**src/smm_pkg.sv**
```systemverilog
// Shared types and codes for the small matrix multiplier.
`default_nettype none
package smm_pkg;

    localparam int unsigned IDX_W   = 3;
    localparam int unsigned ELEM_W  = 16;
    localparam int unsigned PROD_W  = 32;
    localparam int unsigned SUM_W   = 40;

    typedef enum logic [1:0] {
        CMD_LOAD_A  = 2'd0,
        CMD_LOAD_B  = 2'd1,
        CMD_COMPUTE = 2'd2
    } t_cmd;

    // Element write broadcast to every cell; each cell picks its own slice.
    typedef struct packed {
        logic                     a_we;
        logic                     b_we;
        logic [IDX_W-1:0]         row;
        logic [IDX_W-1:0]         col;
        logic signed [ELEM_W-1:0] value;
    } t_wr;

    // Product element in flight along the cell chain.
    typedef struct packed {
        logic             valid;
        logic [IDX_W-1:0] row;
        logic [IDX_W-1:0] col;
        logic             last;
    } t_tag;

endpackage
`default_nettype wire

```
**src/smm_seq.sv**
```systemverilog
// Walks the product elements in row-major order, one per enabled cycle.
`default_nettype none
module smm_seq
    import smm_pkg::*;
#(
    parameter int ROWS = 4,
    parameter int COLS = 2
) (
    input  wire  i_clk,
    input  wire  i_rst_n,
    input  wire  i_start,
    input  wire  i_en,
    output t_tag o_tag,
    output logic o_busy
);

    logic             r_run;
    logic [IDX_W-1:0] r_row;
    logic [IDX_W-1:0] r_col;
    logic             w_row_end;
    logic             w_col_end;

    assign w_row_end = (r_row == IDX_W'(ROWS - 1));
    assign w_col_end = (r_col == IDX_W'(COLS - 1));

    always_ff @(posedge i_clk) begin
        if (!i_rst_n) begin
            r_run <= 1'b0;
            r_row <= '0;
            r_col <= '0;
        end else if (i_start) begin
            r_run <= 1'b1;
            r_row <= '0;
            r_col <= '0;
        end else if (r_run && i_en) begin
            if (w_col_end) begin
                r_col <= '0;
                if (w_row_end) begin
                    r_run <= 1'b0;
                end else begin
                    r_row <= r_row + 1'b1;
                end
            end else begin
                r_col <= r_col + 1'b1;
            end
        end
    end

    assign o_tag.valid = r_run;
    assign o_tag.row   = r_row;
    assign o_tag.col   = r_col;
    assign o_tag.last  = w_row_end && w_col_end;
    assign o_busy      = r_run;

endmodule
`default_nettype wire

```
**src/smm_cell.sv**
```systemverilog
// One inner-index cell: holds column k of A and row k of B, adds one product term.
`default_nettype none
module smm_cell
    import smm_pkg::*;
#(
    parameter int ROWS     = 4,
    parameter int COLS     = 2,
    parameter int CELL_IDX = 0
) (
    input  wire                      i_clk,
    input  wire                      i_rst_n,
    input  wire                      i_en,
    input  t_wr                      i_wr,
    input  t_tag                     i_tag,
    input  wire  signed [SUM_W-1:0]  i_psum,
    output t_tag                     o_tag,
    output logic signed [SUM_W-1:0]  o_psum
);

    localparam int RW = (ROWS > 1) ? $clog2(ROWS) : 1;
    localparam int CW = (COLS > 1) ? $clog2(COLS) : 1;

    logic signed [ELEM_W-1:0] r_a [ROWS];
    logic signed [ELEM_W-1:0] r_b [COLS];
    logic signed [ELEM_W-1:0] w_a;
    logic signed [ELEM_W-1:0] w_b;
    t_tag                     r_tag;
    logic signed [PROD_W-1:0] r_prod;
    logic signed [SUM_W-1:0]  r_psum;

    always_ff @(posedge i_clk) begin
        if (!i_rst_n) begin
            for (int n = 0; n < ROWS; n++) begin
                r_a[n] <= '0;
            end
            for (int n = 0; n < COLS; n++) begin
                r_b[n] <= '0;
            end
        end else begin
            if (i_wr.a_we && (i_wr.col == IDX_W'(CELL_IDX))) begin
                r_a[i_wr.row[RW-1:0]] <= i_wr.value;
            end
            if (i_wr.b_we && (i_wr.row == IDX_W'(CELL_IDX))) begin
                r_b[i_wr.col[CW-1:0]] <= i_wr.value;
            end
        end
    end

    assign w_a = r_a[i_tag.row[RW-1:0]];
    assign w_b = r_b[i_tag.col[CW-1:0]];

    always_ff @(posedge i_clk) begin
        if (!i_rst_n) begin
            r_tag <= '0;
        end else if (i_en) begin
            r_tag <= i_tag;
        end
    end

    always_ff @(posedge i_clk) begin
        if (i_en) begin
            r_prod <= w_a * w_b;
            r_psum <= i_psum;
        end
    end

    assign o_tag  = r_tag;
    assign o_psum = r_psum + SUM_W'(r_prod);

endmodule
`default_nettype wire

```
**src/small_matrix_multiply.sv**
```systemverilog
// Small signed matrix multiplier built as a chain of inner-index cells.
//
// Input stream (s_axis): tuser carries the command, tdata the row, column and
// value. Load commands write one element of A or B; a load with an index outside
// its matrix is dropped. A compute command streams all ROWS*COLS elements of
// A x B out on m_axis in row-major order, tlast on the final element.
// Each cell k holds column k of A and row k of B and adds one product term to a
// partial sum passed down the chain, so one element leaves per cycle while the
// receiver keeps up. A compute result passes the sequencer register, each cell
// register and the output register; s_axis_tready stays low while the sequencer
// walks and while the cell chain holds valid elements.
// When the receiver stalls the whole chain holds; a finished result waits in
// the output register while a new load may still be taken.
// Reset clears A and B to zero and empties the chain.
`default_nettype none
module small_matrix_multiply
    import smm_pkg::*;
#(
    parameter int ROWS  = 4,
    parameter int INNER = 3,
    parameter int COLS  = 2
) (
    input  wire         i_clk,
    input  wire         i_rst_n,
    input  wire         s_axis_tvalid,
    output logic        s_axis_tready,
    input  wire  [23:0] s_axis_tdata,   // row[2:0], col[5:3], value[21:6], zero pad
    input  wire  [1:0]  s_axis_tuser,   // cmd[1:0]
    output logic        m_axis_tvalid,
    input  wire         m_axis_tready,
    output logic [47:0] m_axis_tdata,   // out_row[2:0], out_col[5:3], out_value[45:6], pad
    output logic        m_axis_tlast
);

    logic                     w_accept;
    logic                     w_en;
    logic                     w_start;
    logic                     w_seq_busy;
    logic [INNER-1:0]         w_chain_valid;
    t_wr                      w_wr;
    t_tag                     w_tag  [INNER+1];
    logic signed [SUM_W-1:0]  w_psum [INNER+1];
    logic [IDX_W-1:0]         w_in_row;
    logic [IDX_W-1:0]         w_in_col;
    logic [IDX_W:0]           w_row_x;
    logic [IDX_W:0]           w_col_x;

    logic                     r_out_valid;
    t_tag                     r_out_tag;
    logic signed [SUM_W-1:0]  r_out_value;

    assign w_in_row = s_axis_tdata[2:0];
    assign w_in_col = s_axis_tdata[5:3];
    assign w_row_x  = {1'b0, w_in_row};
    assign w_col_x  = {1'b0, w_in_col};

    assign s_axis_tready = !w_seq_busy && (w_chain_valid == '0);
    assign w_accept      = s_axis_tvalid && s_axis_tready;
    assign w_en          = !r_out_valid || m_axis_tready;

    always_comb begin
        w_wr       = '0;
        w_wr.row   = w_in_row;
        w_wr.col   = w_in_col;
        w_wr.value = s_axis_tdata[21:6];
        w_start    = 1'b0;
        case (t_cmd'(s_axis_tuser))
            CMD_LOAD_A: begin
                w_wr.a_we = w_accept && (w_row_x < (IDX_W+1)'(ROWS))
                                     && (w_col_x < (IDX_W+1)'(INNER));
            end
            CMD_LOAD_B: begin
                w_wr.b_we = w_accept && (w_row_x < (IDX_W+1)'(INNER))
                                     && (w_col_x < (IDX_W+1)'(COLS));
            end
            CMD_COMPUTE: begin
                w_start = w_accept;
            end
            default: begin
                w_start = 1'b0;
            end
        endcase
    end

    smm_seq #(
        .ROWS (ROWS),
        .COLS (COLS)
    ) u_seq (
        .i_clk   (i_clk),
        .i_rst_n (i_rst_n),
        .i_start (w_start),
        .i_en    (w_en),
        .o_tag   (w_tag[0]),
        .o_busy  (w_seq_busy)
    );

    assign w_psum[0] = '0;

    for (genvar k = 0; k < INNER; k++) begin : g_cell
        smm_cell #(
            .ROWS     (ROWS),
            .COLS     (COLS),
            .CELL_IDX (k)
        ) u_cell (
            .i_clk   (i_clk),
            .i_rst_n (i_rst_n),
            .i_en    (w_en),
            .i_wr    (w_wr),
            .i_tag   (w_tag[k]),
            .i_psum  (w_psum[k]),
            .o_tag   (w_tag[k+1]),
            .o_psum  (w_psum[k+1])
        );
        assign w_chain_valid[k] = w_tag[k+1].valid;
    end

    always_ff @(posedge i_clk) begin
        if (!i_rst_n) begin
            r_out_valid <= 1'b0;
        end else if (w_en) begin
            r_out_valid <= w_tag[INNER].valid;
        end
    end

    always_ff @(posedge i_clk) begin
        if (w_en) begin
            r_out_tag   <= w_tag[INNER];
            r_out_value <= w_psum[INNER];
        end
    end

    assign m_axis_tvalid = r_out_valid;
    assign m_axis_tdata  = {2'b00, r_out_value, r_out_tag.col, r_out_tag.row};
    assign m_axis_tlast  = r_out_tag.last;

    // A compute transfer must start the sequencer in the next cycle.
    a_start_runs: assert property (@(posedge i_clk) disable iff (!i_rst_n)
        w_start |=> w_seq_busy)
        else $error("compute transfer did not start the sequencer");

    // No new transfer is taken while product elements are being issued.
    a_busy_blocks: assert property (@(posedge i_clk) disable iff (!i_rst_n)
        w_seq_busy |-> !s_axis_tready)
        else $error("input ready while the sequencer runs");

    // The flagged element is exactly the last row and column of the product.
    a_last_pos: assert property (@(posedge i_clk) disable iff (!i_rst_n)
        m_axis_tvalid |-> (m_axis_tlast == ((r_out_tag.row == IDX_W'(ROWS - 1))
                                         && (r_out_tag.col == IDX_W'(COLS - 1)))))
        else $error("tlast does not match the final product element");

    // A stalled result must not be overwritten by the chain.
    a_hold: assert property (@(posedge i_clk) disable iff (!i_rst_n)
        (r_out_valid && !m_axis_tready) |=> (r_out_valid && $stable(r_out_value)))
        else $error("output register changed while stalled");

endmodule
`default_nettype wire

```
**config.mk**
```make
export PLATFORM = sky130hd
export DESIGN_NAME = small_matrix_multiply
export DESIGN_NICKNAME = d
export VERILOG_FILES = /design/src/smm_pkg.sv /design/src/smm_seq.sv /design/src/smm_cell.sv /design/src/small_matrix_multiply.sv
export SDC_FILE = /design/constraint.sdc
export NUM_CORES = 2
export LEC_CHECK = 0
export ABC_CLOCK_PERIOD_IN_PS = 7600
export BUFFER_PORTS_ARGS = -buffer_cell sky130_fd_sc_hd__buf_2
export CAP_MARGIN = 20
export CELL_PAD_IN_SITES_DETAIL_PLACEMENT = 2
export CELL_PAD_IN_SITES_GLOBAL_PLACEMENT = 2
export CORE_MARGIN = 3
export CORE_UTILIZATION = 40
export CTS_BUF_LIST = sky130_fd_sc_hd__clkbuf_4
export DETAILED_ROUTE_END_ITERATION = 7
export PLACE_DENSITY_LB_ADDON = 0.1
export SETUP_SLACK_MARGIN = 0.5
export SLEW_MARGIN = 20
export SYNTH_ARGS = -nofsm -noshare
export SYNTH_HDL_FRONTEND = slang
export SYNTH_SLANG_ARGS = --single-unit
```
**constraint.sdc**
```tcl
create_clock -name i_clk -period 7.6 [get_ports i_clk]
set_clock_uncertainty 0.05 [all_clocks]
set_input_delay 0 -clock i_clk [delete_from_list [all_inputs] [get_ports i_clk]]
set_output_delay 0 -clock i_clk [all_outputs]
set_load 0.01 [all_outputs]
```
* After elaboration in Yosys (flattened, before gate mapping)
Memories as Yosys holds them, arrays and structs flattened. A register that Yosys moved wholly into a read port is not among the register bits.
Index checks and enable logic that the tools add are counted.
** Storage, ports and cells
- Bits in registers :: 247
- Bits in writable memories :: 288
- Input port bits :: 30
- Output and inout bits :: 51
- Word-level logic and storage cells :: 142
- Memories kept :: 6
** Operators by class
- Add/subtract/negate cells :: 4
- $mul :: 3
- Order comparisons :: 4
- Eq/ne operators :: 8
- Multiplexer cells :: 57
- Bitwise operators :: 2
- Reduce and logical (&&, ||, !) cells :: 33
** Memory list
- g_cell[0].u_cell.r_a :: words 4, bits a word 16, rd ports 1, clocked after memory_dff 1, write ports 4, line smm_cell.sv:23 : logic signed [ELEM_W-1:0] r_a [ROWS];
- g_cell[1].u_cell.r_a :: words 4, bits a word 16, rd ports 1, clocked after memory_dff 1, write ports 4, line smm_cell.sv:23
- g_cell[2].u_cell.r_a :: words 4, bits a word 16, rd ports 1, clocked after memory_dff 1, write ports 4, line smm_cell.sv:23
- g_cell[0].u_cell.r_b :: words 2, bits a word 16, rd ports 1, clocked after memory_dff 1, write ports 2, line smm_cell.sv:24 : logic signed [ELEM_W-1:0] r_b [COLS];
- g_cell[1].u_cell.r_b :: words 2, bits a word 16, rd ports 1, clocked after memory_dff 1, write ports 2, line smm_cell.sv:24
- g_cell[2].u_cell.r_b :: words 2, bits a word 16, rd ports 1, clocked after memory_dff 1, write ports 2, line smm_cell.sv:24
** Operators by type and width (number)
- 16-bit by 16-bit multiplier with 32-bit output :: 3
- 16-bit two-way mux :: 6
- 16-bit OR reduction :: 6
- 1-bit two-way mux :: 41
- 40-bit by 32-bit adder with 40-bit output :: 1
- 32-bit by 32-bit adder with 33-bit output :: 1
- 2-bit two-way mux :: 9
- 1-bit logical AND :: 14
- 3-bit by 1-bit == test with 1-bit output, second input constant :: 3
- 3-bit by 2-bit == test with 1-bit output, second input constant :: 3
- 3-bit zero test :: 3
- 3-bit by 2-bit < comparator with 1-bit output, second input constant :: 3
- 3-bit by 1-bit adder with 3-bit output, second input constant :: 2
- 3-bit AND reduction :: 2
- 2-bit nonzero test :: 3
- 3-bit < comparator, second input constant :: 1
- 3-bit two-way mux :: 1
- 2-bit by 1-bit == test with 1-bit output, second input constant :: 1
- 2-bit == test, second input constant :: 1
- 1-bit zero test :: 2
- 2-bit zero test :: 1
- 1-bit NOT :: 2
- 2-bit OR reduction :: 1
- 1-bit logical OR :: 1

* Logic depth before layout (Yosys ltp)
- Word-level depth :: 12
- Mapped depth :: 28
- Mapped depth without buffers :: 27

* By module
From an unflattened synthesis, not the netlist that was laid out.
** Unflattened totals
- Cells, all modules :: 5470
- Area, all modules :: 57749.1 sq um
** Modules (own cells, without submodules)
- smm_cell at g_cell[0].u_cell :: instances 1, cells an instance 1817, area an instance 18726.7 sq um, seq. area each 5205.0 sq um
- smm_cell at g_cell[1].u_cell :: instances 1, cells an instance 1780, area an instance 18660.4 sq um, seq. area each 5205.0 sq um
- smm_cell at g_cell[2].u_cell :: instances 1, cells an instance 1773, area an instance 18505.2 sq um, seq. area each 5205.0 sq um
- small_matrix_multiply :: instances 1, cells an instance 61, area an instance 1531.5 sq um, seq. area each 1431.4 sq um
- smm_seq :: instances 1, cells an instance 39, area an instance 325.3 sq um, seq. area each 140.1 sq um

* Worst setup path before layout
OpenSTA, ideal clock, no wires.
- Path type :: reg-to-reg
- From :: reg with a tool-made name
- To :: reg g_cell[1].u_cell.r_prod[31] (data pin)
- Library setup time :: 0.150 ns
- Arrival :: 7.128 ns
- Data required time :: 7.400 ns
- Path slack :: 0.272 ns
- Stages on the path, launching flop included :: 26
- Path buffers :: 2
- Clock period less this slack :: 7.328 ns
- Path through :: dfxtp_1 clkbuf_1 clkbuf_1 mux2_2 o21ai_1 nor2_1 fa_1 inv_1 fa_1 fa_1 fa_1 inv_1 fa_1 inv_1 fa_1 inv_1 ha_1 nand2_1 o21ai_1 o41a_1 a41o_1 a221o_1 a41oi_2 o211ai_1 a2111o_1 o211ai_2
** RTL lines
- end signal, assigned :: line smm_cell.sv:62 : r_prod <= w_a * w_b;
- end, declared :: line smm_cell.sv:28 : logic signed [PROD_W-1:0] r_prod;

==> metrics.log <==
[metrics] outcome: complete, no violations
[metrics] most used routing layer in global routing: met2
[metrics] number of max-cap violations: 0
[metrics] maximum number of pins on one net before global-route repair: 169
[metrics] insertion delay of the later-clocked pin in the worst-skew pair: roughly 1.2 ns
[metrics] number of placed instances with taps included: between 6000 and 7000
[metrics] Most used DFF post-synth: sky130_fd_sc_hd__edfxtp_1
[metrics] maximum net fanout on the critical path: 7
[metrics] normalized max-slew margin: approximately 25%
[metrics] clock slew seen by the registers of the worst setup and hold paths: ~0.11 ns
[metrics] worst voltage drop across the vdd grid: ~0.14 mV
[metrics] Clock Tree Root: sky130_fd_sc_hd__clkbuf_4
[metrics] Tcrit/Tclk final: a little over 90%
[metrics] number of endpoints failing setup at the final stage: 0
[metrics] via count: around 38000
[metrics] Post-synth EDFFs: 496
[metrics] area of the core: ~130000 um2
[metrics] number of distinct library cell variants in the gate-level netlist after synthesis: 73
[metrics] Util after Layout: between 40% and 50%
[metrics] unrepaired setup endpoints after global routing: true
[metrics] crit path max-delay cell type: sky130_fd_sc_hd__fa_1
[metrics] worst setup margin: 0.556 ns
[metrics] drt drc: 0
[metrics] met2 GRT Util: 46.3%
[metrics] die outline height: 369 um
[metrics] Fin Hold WS: ~0.14 ns
[metrics] synthesis-to-finish area growth: 15.1%
[metrics] crit path capture type: flop
[metrics] final worst path period need: 7.04 ns
[metrics] initial core utilization: 40.4%
[metrics] top achievable clock speed: 142 MHz
[metrics] met3 Use GR: 3.66%
[metrics] total global routing overflow: 0
[metrics] number of storage elements in the synthesis netlist: 537
[metrics] Syn. warnings: 0
[metrics] mean cell area of the mapped netlist: approximately 10 um2
[metrics] static leakage: between 20 and 30 nW
[metrics] GP Congestion: 0.864
[metrics] global-route wire length before repair: 269 mm
[metrics] via count of the first global-routing pass: 44059
[metrics] Critical Path RT: around 8.5 ns
[metrics] post-DR vias/cell: 5.18
[metrics] TritonCTS clock tree: done
[metrics] Critical Setup Path Class: reg2reg
[metrics] antenna viol nets, final: 0
[metrics] violation count after the first detailed-routing iteration: approximately 2100
[metrics] maximum number of buffers from clock root to sink: 3
[metrics] fraction of post-synthesis cell area in the top cell type by area: ~30%
[metrics] detailed-placement wirelength estimate: roughly 130 mm
[metrics] power density over the cells: ~290 nW/um2
[metrics] die area: approximately 140000 um2
[metrics] clk sinks: 537
[metrics] Critical Path Most Common Cell: sky130_fd_sc_hd__fa_1
[metrics] crit-path max cell delay: between 0.5 and 0.6 ns
[metrics] met1 Usage GRT: between 30 and 40%
[metrics] Clock H-tree levels: 4
[metrics] number of buffers added by the clock tree synthesis step: ~160
[metrics] 1st-pass router iterations: 6
[metrics] worst setup timing slack at the placement stage: -0.0678 ns
[metrics] wire length per cell: around 24 um
[metrics] number of hold violations in the final report: 0
[metrics] DRT Wirelength: about 180 mm
[metrics] number of antenna violations at the first check in global routing: 21
[metrics] top cell type by total area after synthesis: sky130_fd_sc_hd__fa_1
[metrics] Async SR Flop Fraction: 0%
[metrics] standard cell area after detailed placement: between 50000 and 60000 um2
[metrics] total I/O pin count: 81
[metrics] Synth Cell Area: around 53000 um2
[metrics] accumulated negative setup slack: 0 ns
[metrics] transition time at the pin with the least slew margin: roughly 1.1 ns
[metrics] most frequent standard cell in the layout excluding fill and tap cells: sky130_fd_sc_hd__inv_1
[metrics] startpoint type of the worst setup path: flop
[metrics] signal arrival time at the worst endpoint: between 7 and 8 ns
[metrics] Syn Inst Count: roughly 5000
[metrics] classification of the worst-slack hold path: in2reg
[metrics] leading cell types in the layout, fill and taps excluded: sky130_fd_sc_hd__inv_1, sky130_fd_sc_hd__fa_1, sky130_fd_sc_hd__edfxtp_1
[metrics] number of I/O port buffers: 76
[metrics] overall routing resource usage: around a quarter
[metrics] number of nets in the finished design: about 6500
[metrics] ratio of cells with drive above 1 in the final layout: 15.0%
[metrics] die width: approximately 370 um
[metrics] number of rows in the core area: around 130
[metrics] synth top area cells: sky130_fd_sc_hd__fa_1, sky130_fd_sc_hd__edfxtp_1, sky130_fd_sc_hd__ha_1, sky130_fd_sc_hd__inv_1, sky130_fd_sc_hd__nand2_1
[metrics] sequential area share after synthesis: 29.9%
[metrics] Post-Layout Inst Area: 60600 um2
[metrics] Slew Limit Fails: 0
[metrics] Final Non-Filler Cells: around 7300
[metrics] Total Power: 17.7 mW
-- path summary, 6_finish.rpt --
kind	start	endpoint	slack, ns	depth (start not counted)
worst min register to register	g_cell[0].u_cell.r_prod[8]$_DFFE_PN_	g_cell[1].u_cell.r_psum[8]$_DFFE_PN_	0.37	0
worst max register to register	flop	g_cell[1].u_cell.r_prod[31]$_DFFE_PN_	0.56	26
worst max-delay path	flop	g_cell[1].u_cell.r_prod[31]$_DFFE_PN_	0.56	26
worst min-delay path	s_axis_tdata[16]	g_cell[0].u_cell.r_b[0][10]$_SDFFCE_PN0P_	0.14	3
-- state kept, by name, summed over array words and instances (netlist names), named ones only --
name,flops
g_cell.u_cell.o_tag,24
g_cell.u_cell.r_a,192
g_cell.u_cell.r_b,96
g_cell.u_cell.r_prod,96
g_cell.u_cell.r_psum,65
m_axis_tdata,6
m_axis_tlast,1
m_axis_tvalid,1
r_out_value,40
u_seq.o_busy,1
u_seq.r_col,3
u_seq.r_row,3
-- worst max-delay path: cells and delay by family (launching register included) --
kind                     cells  cell delay [ns]
adder cells (fa/ha/maj)      7             3.24
flip-flops                   1             0.40
buffers and inverters        8             0.66
AO/OA/AOI/OAI                8             2.13
AND/OR/NAND/NOR              2             0.15
multiplexers                 1             0.19
-- synth_stat cells (7+ instances only) --
cell	number
sky130_fd_sc_hd__a211oi_1	19
sky130_fd_sc_hd__a21o_1	58
sky130_fd_sc_hd__a21oi_1	151
sky130_fd_sc_hd__a31oi_1	7
sky130_fd_sc_hd__and2_1	216
sky130_fd_sc_hd__and3_1	44
sky130_fd_sc_hd__buf_1	18
sky130_fd_sc_hd__clkbuf_1	131
sky130_fd_sc_hd__dfxtp_1	41
sky130_fd_sc_hd__edfxtp_1	496
sky130_fd_sc_hd__fa_1	788
sky130_fd_sc_hd__ha_1	313
sky130_fd_sc_hd__inv_1	947
sky130_fd_sc_hd__mux2_2	65
sky130_fd_sc_hd__mux2i_1	81
sky130_fd_sc_hd__mux4_2	12
sky130_fd_sc_hd__nand2_1	495
sky130_fd_sc_hd__nand2b_1	53
sky130_fd_sc_hd__nand3_1	33
sky130_fd_sc_hd__nand4_1	9
sky130_fd_sc_hd__nor2_1	488
sky130_fd_sc_hd__nor2b_1	74
sky130_fd_sc_hd__nor3_1	30
sky130_fd_sc_hd__o21a_1	52
sky130_fd_sc_hd__o21ai_0	70
sky130_fd_sc_hd__o21ai_1	36
sky130_fd_sc_hd__o21bai_1	16
sky130_fd_sc_hd__o31ai_1	12
sky130_fd_sc_hd__or2_2	7
sky130_fd_sc_hd__or3_1	13
sky130_fd_sc_hd__xnor2_1	128
sky130_fd_sc_hd__xor2_1	35
-- layer usage --
metal  up-vias  wire length (um)
met5         -                12
met2       799             89400
met3       280              7820
met1     19990             74100
li1      16768                 -
met4         2              5580
-- area by class of cell --
cell class / instances / area [um2]
Multi-Input combinational cell: 3388 / 33600
Inverter: 948 / 3570
Sequential cell: 537 / 15700
Timing Repair Buffer: 385 / 3340
Clock inverter: 62 / 365
Clock buffer: 226 / 1700
Tap cell: 1742 / 2180
Antenna cell: 15 / 37.5
Fill cell: 13572 / 69600
-- power breakdown --
group / switching (mW) / total, mW / internal [mW]
clock network: 1.45 / 2.92 / 1.46
logic: 5.82 / 10.1 / 4.26
registers: 0.386 / 4.69 / 4.30
-- what timing repair did --
| item | CTS | global route |
|---|---|---|
| endpoints found under the hold margin | 657 | 0 |
| endpoints found under the setup margin | 27 | 30 |
| gates cloned | 3 | 3 |
| pin swaps | 7 | 62 |
| gates resized for setup | 68 | 194 |
| hold buffers | 71 | 0 |
| setup buffers | 11 | 44 |
-- kinds of logic (layout without fill, tap and decap cells) --
kind of cell             after synthesis  after routing  synth area share [%]
AO/OA/AOI/OAI                        484            484                  5.88
XOR/XNOR                             163            163                  2.71
adder cells (fa/ha/maj)             1101           1101                  37.4
buffers and inverters               1099           1621                  7.85
flip-flops                           537            537                  29.9
multiplexers                         159            159                  3.47
other                                  1             17               0.00713
AND/OR/NAND/NOR                     1479           1479                  12.8
Power figures use the tool's default switching activity.
